<file path="src/sv/tlbd_pkg.sv">
// ----------------------------------------------------------------------------
// tlbd_pkg
// Types and constants shared by the three-level button debouncer.
// ----------------------------------------------------------------------------
package tlbd_pkg;

  localparam int SAMPLE_W   = 12;
  localparam int CHAN_W     = 3;
  localparam int PCOUNT_W   = 5;
  localparam int CCOUNT_W   = 7;
  localparam int REPORT_W   = 16;
  localparam int CFG_IDX_W  = 2;
  localparam int CFG_DATA_W = 12;

  // reset values of the configuration registers
  localparam logic [SAMPLE_W-1:0] RELEASE_THR_RST   = 12'd2100;
  localparam logic [SAMPLE_W-1:0] PRESS_THR_RST     = 12'd1000;
  localparam logic [PCOUNT_W-1:0] PRESS_LIMIT_RST   = 5'd25;
  localparam logic [CCOUNT_W-1:0] CONNECT_LIMIT_RST = 7'd100;

  typedef enum logic [1:0] {
    ST_UNDEFINED     = 2'd0,
    ST_NOT_PRESSED   = 2'd1,
    ST_PRESSED       = 2'd2,
    ST_NOT_CONNECTED = 2'd3
  } line_state_t;

  typedef enum logic [CFG_IDX_W-1:0] {
    REG_RELEASE_THR   = 2'd0,
    REG_PRESS_THR     = 2'd1,
    REG_PRESS_LIMIT   = 2'd2,
    REG_CONNECT_LIMIT = 2'd3
  } cfg_reg_t;

  typedef enum logic {
    KIND_SAMPLE = 1'b0,
    KIND_ACK    = 1'b1
  } item_kind_t;

  typedef struct packed {
    logic [SAMPLE_W-1:0] release_thr;
    logic [SAMPLE_W-1:0] press_thr;
    logic [PCOUNT_W-1:0] press_limit;
    logic [CCOUNT_W-1:0] connect_limit;
  } cfg_t;

  // per-channel counters kept in the counter memory
  typedef struct packed {
    logic [PCOUNT_W-1:0] press_count;
    logic [CCOUNT_W-1:0] connect_count;
  } cnt_t;

  // result of one read-modify-write of a channel
  typedef struct packed {
    cnt_t        cnt;
    line_state_t state;
    logic        press_evt;
  } upd_t;

endpackage

</file>
<file path="src/sv/tlbd_if.sv">
// ----------------------------------------------------------------------------
// tlbd_if
// Handshake channels of the debouncer: sample items, results, config writes.
// ----------------------------------------------------------------------------
interface tlbd_item_if;
  import tlbd_pkg::*;
  logic                valid;
  logic                ready;
  logic                kind;
  logic [CHAN_W-1:0]   channel;
  logic [SAMPLE_W-1:0] sample;
  modport source (output valid, kind, channel, sample, input ready);
  modport sink   (input valid, kind, channel, sample, output ready);
endinterface

interface tlbd_result_if;
  import tlbd_pkg::*;
  logic                valid;
  logic                ready;
  logic [1:0]          line_state;
  logic                press_event;
  logic [REPORT_W-1:0] report;
  modport source (output valid, line_state, press_event, report, input ready);
  modport sink   (input valid, line_state, press_event, report, output ready);
endinterface

interface tlbd_cfg_if;
  import tlbd_pkg::*;
  logic                  valid;
  logic                  ready;
  logic [CFG_IDX_W-1:0]  index;
  logic [CFG_DATA_W-1:0] data;
  modport source (output valid, index, data, input ready);
  modport sink   (input valid, index, data, output ready);
endinterface

</file>
<file path="src/sv/tlbd_cfg_regs.sv">
// ----------------------------------------------------------------------------
// tlbd_cfg_regs
// Threshold and limit registers, written through the configuration channel.
// ----------------------------------------------------------------------------
module tlbd_cfg_regs (
  input  logic            clk,
  input  logic            rst,
  tlbd_cfg_if.sink        cfg,
  output tlbd_pkg::cfg_t  regs
);
  import tlbd_pkg::*;

  // no write is taken while reset holds the registers
  assign cfg.ready = !rst;

  always_ff @(posedge clk) begin
    if (rst) begin
      regs.release_thr   <= RELEASE_THR_RST;
      regs.press_thr     <= PRESS_THR_RST;
      regs.press_limit   <= PRESS_LIMIT_RST;
      regs.connect_limit <= CONNECT_LIMIT_RST;
    end else if (cfg.valid && cfg.ready) begin
      case (cfg.index)
        REG_RELEASE_THR:   regs.release_thr   <= cfg.data[SAMPLE_W-1:0];
        REG_PRESS_THR:     regs.press_thr     <= cfg.data[SAMPLE_W-1:0];
        REG_PRESS_LIMIT:   regs.press_limit   <= cfg.data[PCOUNT_W-1:0];
        REG_CONNECT_LIMIT: regs.connect_limit <= cfg.data[CCOUNT_W-1:0];
        default: ;
      endcase
    end
  end

endmodule

</file>
<file path="src/sv/tlbd_count_mem.sv">
// ----------------------------------------------------------------------------
// tlbd_count_mem
// Per-channel counter memory, one write and one registered read port.
// Entries not yet written read as zero.
// ----------------------------------------------------------------------------
module tlbd_count_mem #(
  parameter int DEPTH = 8,
  parameter int AW    = 3
) (
  input  logic           clk,
  input  logic           rst,
  input  logic           rd_en,
  input  logic [AW-1:0]  rd_addr,
  output tlbd_pkg::cnt_t rd_data,
  input  logic           wr_en,
  input  logic [AW-1:0]  wr_addr,
  input  tlbd_pkg::cnt_t wr_data
);
  import tlbd_pkg::*;

  cnt_t             mem [DEPTH];
  logic [DEPTH-1:0] written;
  cnt_t             rd_q;
  logic             rd_valid;

  always_ff @(posedge clk) begin
    if (wr_en) begin
      mem[wr_addr] <= wr_data;
    end
    if (rd_en) begin
      rd_q <= mem[rd_addr];
    end
  end

  always_ff @(posedge clk) begin
    if (rst) begin
      written  <= '0;
      rd_valid <= 1'b0;
    end else begin
      if (wr_en) begin
        written[wr_addr] <= 1'b1;
      end
      if (rd_en) begin
        rd_valid <= written[rd_addr];
      end
    end
  end

  assign rd_data = rd_valid ? rd_q : '0;

endmodule

</file>
<file path="src/sv/tlbd_update.sv">
// ----------------------------------------------------------------------------
// tlbd_update
// Band decision and saturating counter update for one channel.
// ----------------------------------------------------------------------------
module tlbd_update (
  input  tlbd_pkg::cfg_t                  regs,
  input  logic [tlbd_pkg::SAMPLE_W-1:0]   sample,
  input  tlbd_pkg::cnt_t                  cnt,
  input  tlbd_pkg::line_state_t           state,
  output tlbd_pkg::upd_t                  upd
);
  import tlbd_pkg::*;

  logic [PCOUNT_W-1:0] pc;
  logic [CCOUNT_W-1:0] cc;

  always_comb begin
    pc            = cnt.press_count;
    cc            = cnt.connect_count;
    upd.cnt       = cnt;
    upd.state     = state;
    upd.press_evt = 1'b0;
    if (sample > regs.release_thr) begin
      // released band
      upd.cnt.connect_count = '0;
      upd.cnt.press_count   = (pc != '0) ? pc - PCOUNT_W'(1) : '0;
      if (upd.cnt.press_count == '0) begin
        upd.state = ST_NOT_PRESSED;
      end
    end else if (sample > regs.press_thr) begin
      // mid band, line looks open
      upd.cnt.connect_count = (cc < regs.connect_limit) ? cc + CCOUNT_W'(1)
                                                        : regs.connect_limit;
      if (upd.cnt.connect_count == regs.connect_limit) begin
        upd.state = ST_NOT_CONNECTED;
      end
    end else begin
      // pressed band
      upd.cnt.press_count = (pc < regs.press_limit) ? pc + PCOUNT_W'(1)
                                                    : regs.press_limit;
      if (upd.cnt.press_count == regs.press_limit && state != ST_PRESSED) begin
        upd.state     = ST_PRESSED;
        upd.press_evt = 1'b1;
      end
    end
  end

endmodule

</file>
<file path="src/sv/three_level_button_debouncer.sv">
// ----------------------------------------------------------------------------
// three_level_button_debouncer
// Multichannel analog button qualifier with press latches and packed report.
// ----------------------------------------------------------------------------
// path: an accepted item waits in stage 1 for its counter read, then its
//   result is registered in the output register and offered as a transaction
// throughput: one transaction per cycle if not stalled, set by the single
//   counter memory read port (read at accept, write back with forwarding)
// reset: synchronous; counters read as zero, states undefined, latches clear,
//   registers back to their defaults; no clearing pass, items taken at once
module three_level_button_debouncer #(
  parameter int CHANNELS = 8
) (
  input  logic          clk,
  input  logic          rst,
  tlbd_item_if.sink     item,
  tlbd_result_if.source result,
  tlbd_cfg_if.sink      cfg
);
  import tlbd_pkg::*;

  localparam int AW = (CHANNELS > 1) ? $clog2(CHANNELS) : 1;
  localparam logic [CHAN_W:0] CH_LIMIT = (CHAN_W + 1)'(CHANNELS);

  cfg_t regs;

  // stage 1: item waiting for its counter read
  logic                s1_valid;
  logic                s1_kind;
  logic [CHAN_W-1:0]   s1_channel;
  logic [SAMPLE_W-1:0] s1_sample;
  logic                s1_adv;
  logic                s1_in_range;
  logic [AW-1:0]       s1_addr;

  // last counter write, kept for forwarding
  logic                last_wr_valid;
  logic [AW-1:0]       last_wr_addr;
  cnt_t                last_wr_data;

  cnt_t                mem_rd;
  cnt_t                cnt_cur;
  upd_t                upd;
  logic                wr_en;
  logic                accept;

  // per-channel state and latches, read all at once for the report
  line_state_t         btn_state      [CHANNELS];
  line_state_t         btn_state_next [CHANNELS];
  line_state_t         cur_state;
  logic [CHANNELS-1:0] latch;
  logic [CHANNELS-1:0] latch_next;

  // output register
  logic                out_valid;
  logic [1:0]          out_line_state;
  logic                out_press_event;
  logic [REPORT_W-1:0] out_report;
  logic [REPORT_W-1:0] report_next;
  line_state_t         line_next;

  tlbd_cfg_regs u_cfg (
    .clk  (clk),
    .rst  (rst),
    .cfg  (cfg),
    .regs (regs)
  );

  // ---------------------------------------------------------------- accept
  // nothing is taken while reset is high
  assign s1_adv     = s1_valid && (!out_valid || result.ready);
  assign item.ready = !rst && (!s1_valid || s1_adv);
  assign accept     = item.valid && item.ready;

  always_ff @(posedge clk) begin
    if (rst) begin
      s1_valid <= 1'b0;
    end else if (accept) begin
      s1_valid <= 1'b1;
    end else if (s1_adv) begin
      s1_valid <= 1'b0;
    end
  end

  always_ff @(posedge clk) begin
    if (accept) begin
      s1_kind    <= item.kind;
      s1_channel <= item.channel;
      s1_sample  <= item.sample;
    end
  end

  assign s1_addr     = s1_channel[AW-1:0];
  assign s1_in_range = {1'b0, s1_channel} < CH_LIMIT;

  // ------------------------------------------------------- counter memory
  // read issued at accept, data lands with the item in stage 1
  tlbd_count_mem #(
    .DEPTH (CHANNELS),
    .AW    (AW)
  ) u_mem (
    .clk     (clk),
    .rst     (rst),
    .rd_en   (accept),
    .rd_addr (item.channel[AW-1:0]),
    .rd_data (mem_rd),
    .wr_en   (wr_en),
    .wr_addr (s1_addr),
    .wr_data (upd.cnt)
  );

  // the most recent write always holds the freshest copy of its entry
  assign cnt_cur = (last_wr_valid && last_wr_addr == s1_addr) ? last_wr_data : mem_rd;

  always_ff @(posedge clk) begin
    if (rst) begin
      last_wr_valid <= 1'b0;
    end else if (wr_en) begin
      last_wr_valid <= 1'b1;
    end
  end

  always_ff @(posedge clk) begin
    if (wr_en) begin
      last_wr_addr <= s1_addr;
      last_wr_data <= upd.cnt;
    end
  end

  // ----------------------------------------------------------- update
  assign cur_state = s1_in_range ? btn_state[s1_addr] : ST_UNDEFINED;

  tlbd_update u_upd (
    .regs   (regs),
    .sample (s1_sample),
    .cnt    (cnt_cur),
    .state  (cur_state),
    .upd    (upd)
  );

  assign wr_en = s1_adv && (s1_kind == KIND_SAMPLE) && s1_in_range;

  always_comb begin
    btn_state_next = btn_state;
    latch_next     = latch;
    if (s1_kind == KIND_ACK) begin
      // acknowledge clears every latch
      latch_next = '0;
    end else if (s1_in_range) begin
      btn_state_next[s1_addr] = upd.state;
      if (upd.press_evt) begin
        latch_next[s1_addr] = 1'b1;
      end
    end
  end

  always_ff @(posedge clk) begin
    if (rst) begin
      for (int i = 0; i < CHANNELS; i++) begin
        btn_state[i] <= ST_UNDEFINED;
      end
      latch <= '0;
    end else if (s1_adv) begin
      btn_state <= btn_state_next;
      latch     <= latch_next;
    end
  end

  // report and addressed-line state, taken after this transaction's update
  always_comb begin
    report_next = '0;
    for (int i = 0; i < CHANNELS; i++) begin
      report_next[2*i +: 2] = latch_next[i] ? ST_PRESSED : btn_state_next[i];
    end
  end

  assign line_next = s1_in_range ? btn_state_next[s1_addr] : ST_UNDEFINED;

  // ------------------------------------------------------ output register
  always_ff @(posedge clk) begin
    if (rst) begin
      out_valid <= 1'b0;
    end else if (s1_adv) begin
      out_valid <= 1'b1;
    end else if (result.ready) begin
      out_valid <= 1'b0;
    end
  end

  always_ff @(posedge clk) begin
    if (s1_adv) begin
      out_line_state  <= line_next;
      out_press_event <= (s1_kind == KIND_SAMPLE) && s1_in_range && upd.press_evt;
      out_report      <= report_next;
    end
  end

  assign result.valid       = out_valid;
  assign result.line_state  = out_line_state;
  assign result.press_event = out_press_event;
  assign result.report      = out_report;

  // ---------------------------------------------------------- assertions
  a_evt_is_pressed: assert property (@(posedge clk) disable iff (rst)
    out_valid && out_press_event |-> out_line_state == ST_PRESSED)
    else $error("press event reported without pressed state");

  a_evt_sets_latch: assert property (@(posedge clk) disable iff (rst)
    wr_en && upd.press_evt |=> latch[$past(s1_addr)])
    else $error("press event did not set the latch");

  a_ack_clears: assert property (@(posedge clk) disable iff (rst)
    s1_adv && s1_kind == KIND_ACK |=> latch == '0)
    else $error("acknowledge left a latch set");

  a_reset_idle: assert property (@(posedge clk)
    rst |=> !s1_valid && !out_valid && !last_wr_valid)
    else $error("pipeline not empty after reset");

endmodule
</file>
<file path="src/flat_wrapper.sv">
// flat-port wrapper written by rule: the top's interface ports become plain ports
module three_level_button_debouncer_flat import tlbd_pkg::*;
#(
  parameter int CHANNELS = 8
)
  (clk, rst, item_valid, item_kind, item_channel, item_sample, item_ready, result_valid, result_line_state, result_press_event, result_report, result_ready, cfg_valid, cfg_index, cfg_data, cfg_ready);
  tlbd_item_if item_i ();
  tlbd_result_if result_i ();
  tlbd_cfg_if cfg_i ();
  input  logic clk;
  input  logic rst;
  input wire logic [$bits(item_i.valid)-1:0] item_valid;
  input wire logic [$bits(item_i.kind)-1:0] item_kind;
  input wire logic [$bits(item_i.channel)-1:0] item_channel;
  input wire logic [$bits(item_i.sample)-1:0] item_sample;
  output wire logic [$bits(item_i.ready)-1:0] item_ready;
  output wire logic [$bits(result_i.valid)-1:0] result_valid;
  output wire logic [$bits(result_i.line_state)-1:0] result_line_state;
  output wire logic [$bits(result_i.press_event)-1:0] result_press_event;
  output wire logic [$bits(result_i.report)-1:0] result_report;
  input wire logic [$bits(result_i.ready)-1:0] result_ready;
  input wire logic [$bits(cfg_i.valid)-1:0] cfg_valid;
  input wire logic [$bits(cfg_i.index)-1:0] cfg_index;
  input wire logic [$bits(cfg_i.data)-1:0] cfg_data;
  output wire logic [$bits(cfg_i.ready)-1:0] cfg_ready;
  assign item_i.valid = item_valid;
  assign item_i.kind = item_kind;
  assign item_i.channel = item_channel;
  assign item_i.sample = item_sample;
  assign item_ready = item_i.ready;
  assign result_valid = result_i.valid;
  assign result_line_state = result_i.line_state;
  assign result_press_event = result_i.press_event;
  assign result_report = result_i.report;
  assign result_i.ready = result_ready;
  assign cfg_i.valid = cfg_valid;
  assign cfg_i.index = cfg_index;
  assign cfg_i.data = cfg_data;
  assign cfg_ready = cfg_i.ready;
  three_level_button_debouncer #(.CHANNELS(CHANNELS)) u_core (.clk(clk), .rst(rst), .item(item_i), .result(result_i), .cfg(cfg_i));
endmodule
</file>
<file path="config.mk">
export PLATFORM = sky130hd
export DESIGN_NAME = three_level_button_debouncer_flat
export DESIGN_NICKNAME = d
export VERILOG_FILES = /design/src/sv/tlbd_pkg.sv /design/src/sv/tlbd_if.sv /design/src/sv/tlbd_cfg_regs.sv /design/src/sv/tlbd_count_mem.sv /design/src/sv/tlbd_update.sv /design/src/sv/three_level_button_debouncer.sv /design/src/flat_wrapper.sv
export SDC_FILE = /design/constraint.sdc
export NUM_CORES = 1
export LEC_CHECK = 0
export ABC_AREA = 1
export ABC_CLOCK_PERIOD_IN_PS = 6700
export BUFFER_PORTS_ARGS = -buffer_cell sky130_fd_sc_hd__buf_4
export CAP_MARGIN = 20
export CORE_MARGIN = 2
export CORE_UTILIZATION = 45
export CTS_CLUSTER_DIAMETER = 30
export DETAILED_ROUTE_END_ITERATION = 6
export GPL_TIMING_DRIVEN = 0
export PLACE_DENSITY_LB_ADDON = 0.25
export SYNTH_ARGS = -nofsm -noshare
export SYNTH_HDL_FRONTEND = slang
export SYNTH_HIERARCHICAL = 1
export SYNTH_SLANG_ARGS = --single-unit
export TNS_END_PERCENT = 1
</file>
<file path="constraint.sdc">
create_clock -name clk -period 6.7 [get_ports clk]
set_input_delay 0 -clock clk [delete_from_list [all_inputs] [get_ports clk]]
set_output_delay 0 -clock clk [all_outputs]
set_load 0.02 [all_outputs]
</file>
==> out/results.txt <==
Yosys cell types -> 45
Setup Skew -> 0.02118 ns
Htree depth -> 2
Synthesized flop and latch total -> 230
Worst Path Buf+Inv -> 5
Cell Rows -> 58
Worst-path clk slew -> 0.05 ns
Initial Utilization -> 46.01%
Worst hold path type -> input port to flip-flop
Cell mode on critical path -> nand2_1
Startpoint types -> flip-flop
Vias in the first global route -> 9454
Die Width -> 164.9 µm
CTS sink cnt -> 230
GPL Wtd Cong -> 0.8917
Longest Clk Path Bufs -> 3
Root buf cell -> clkbuf_16
Post-DP Area -> 12600 µm²
Crit Path Max Fanout -> 10
CP endpoint kind -> flip-flop
Max Fclk -> 223.5 MHz
Async S/R FF share, synth -> 0%
CTS Buf Count -> 50
Final setup fails -> 0
Run status -> finished, final reports clean
Synth top area share -> 40.72%
Seq/Total Area, Yosys -> 53.09%
Synth Net Count -> 1436
Crit Path Class -> flip-flop to flip-flop
Max-Slew Margin vs Limit -> 22.68%
Critical path's slowest cell -> edfxtp_1
Worst VDD drop -> 174.4 µV
IO Pins -> 57
GRT Residual Overflow -> 0
Nets -> 1597
Initial DRT Pass Iterations -> 5
Leak pwr -> 0.006676 µW
Clock Latency Late Sink -> 0.53 ns
Leading area contributor after synthesis -> edfxtp_1
Syn Std Cell Area -> 11650 µm²
Layout cells sized above 1 -> 14.57%
Delay-heaviest family, CP -> simple AND/OR/NAND/NOR gates
Largest net degree at the start of global routing -> 29
Avg Vias per Cell -> 5.166
Via count -> 9789
Core ar. -> 25330 µm²
Pwr Density -> 301.3 nW/µm²
Die area -> 27200 µm²
Worst EP required -> 6.96 ns
Drt drc -> 0
First-iteration detailed-routing DRC count -> 737
Hold Violations, Final -> 0
Setup slack, reg-to-reg -> 2.22 ns
CP peak stage delay -> 0.44 ns
Prevailing post-synth register cell -> edfxtp_1
Tcrit/Tclk final -> 66.79%
Per-cell routed wire length -> 15.59 µm
ANT cells -> 0
Cts repair resizes -> 0
CP Data Arrival Time -> 4.73 ns
EDFF count, synth -> 158
First-pass GRT wire length -> 47610 µm
Commonest cells post-synth -> nand2_1 (331), inv_1 (208), edfxtp_1 (158)
Finished Cell Area -> 14710 µm²
Post-DRT Antenna Nets -> 0
Max cap viols -> 0
Layout area overhead -> 26.22%
Post-DP HPWL -> 20430 µm
Crit path time final -> 4.475 ns
Synth Instances -> 1364
Yosys warning total -> 6
Slew Viols, Final -> 0
Total GRT Usage -> 22.37%
RSZ-0062 raised after global routing -> false
TritonCTS clock tree -> yes
Routed wire length -> 29540 µm
Chip height -> 164.9 µm
Mapped Avg Cell Area -> 8.543 µm²
Fin Setup TNS -> 0 ns
Count leader, synth -> nand2_1
Largest cells by area after synthesis -> edfxtp_1 (41%), dfxtp_1 (12%), nand2_1 (11%), inv_1 (6.7%), nor2_1 (4.7%)
Initial antenna violation count -> 0
Worst-margin pin slew -> 1.151 ns
Number of port buffers -> 55
-- per-stage QoR --
step                      hold WS, ns  setup WS [ns]  util (%)  power [µW]  instances
after floorplan               0.09887          3.255         -        1875       1364
after global placement         0.1780          2.421     49.27        1994       1749
after detailed placement       0.1794          2.385     49.77        2007       1760
after CTS                     0.03246          2.359     58.00        4455       1892
after global routing          0.07125          1.880     58.07        4589       1895
final                         0.05218          2.225     58.07        4431       1895
-- cells by family after synthesis --
kind of cell | count (synthesis) | share of synthesized area, %
compound gates | 184 | 9.138
xor+xnor | 8 | 0.6013
fa+ha+maj | 37 | 3.973
buf+inv | 270 | 10.01
flops | 230 | 53.09
simple gates | 635 | 23.19
-- area by class of cell --
type                       count  area (µm²)
buffer                        54       349.1
clock buffer                  61        1303
clock inverter                31       382.9
fill                        2140       10620
inverter                     216       817.0
multi-input combinational    864        4310
sequential                   230        6186
tap                          330       412.9
timing repair buffer         109       947.2
-- what timing repair did --
action | in CTS | in global routing
hold buffers | 40 | 0
endpoints found under the hold margin | 77 | 0
setup buffers | 0 | 0
setup endpoints to repair | 0 | 0
-- tightest hold or removal path, cell delays in order --
cell and delay (ns):
buf_4 0.11, inv_1 0.13, nor2_8 0.07, nand2_1 0.09, nand2_1 0.05, nand2_1 0.05, inv_1 0.03
-- flip-flops by register name, summed over array words and instances, names as in the netlist, 3 cells and up --
signal and count:
u_core/u_mem/mem 96, u_core/u_cfg/regs 36, u_core/btn_state 16, u_core/result.report 16, u_core/last_wr_data 12, u_core/s1_sample 12
u_core/u_mem/rd_q 12, u_core/latch 8, u_core/u_mem/written 8, u_core/last_wr_addr 3, u_core/s1_addr 3
-- power by group --
part	total (µW)	internal (µW)	switching [µW]
clock	2420	1660	768
combinational	400	139	261
sequential	1610	1590	19.9
-- placed cells by master, fill, tap and decap left out, drive strengths merged, types with 2 or more instances in the layout --
cell,count
a211oi,6
a21oi,45
a22oi,3
and2,2
buf,110
bufinv,7
clkbuf,74
clkinv,17
clkinvlp,2
dfxtp,72
dlygate4sd3,40
edfxtp,158
ha,37
inv,221
nand2,338
nand3,106
nand4,26
nor2,154
nor3,5
o211ai,8
o21ai,85
o21bai,2
o22ai,33
or2,3
xnor2,3
xor2,5
-- worst paths after layout --
kind | start | cells after the start | end
max | u_core/s1_addr[0] | 26 | u_core/result.line_state[1]
min | cfg_valid | 7 | u_core/u_cfg/regs[28]
max reg2reg | u_core/s1_addr[0] | 26 | u_core/result.line_state[1]
min reg2reg | u_core/u_mem/written[7] | 2 | u_core/u_mem/written[7]
-- per-layer routing --
layer | wire (µm) | track usage (%) | up-vias | part of all wire (%)
met5 | 0 | 0 | - | 0
met4 | 774 | 7.905 | 0 | 2.6
met3 | 2023 | 3.591 | 62 | 6.8
met2 | 13760 | 36.80 | 371 | 47
met1 | 12980 | 30.05 | 4544 | 44
li1 | - | - | 4812 | -
(Power assumes the default switching activity.)
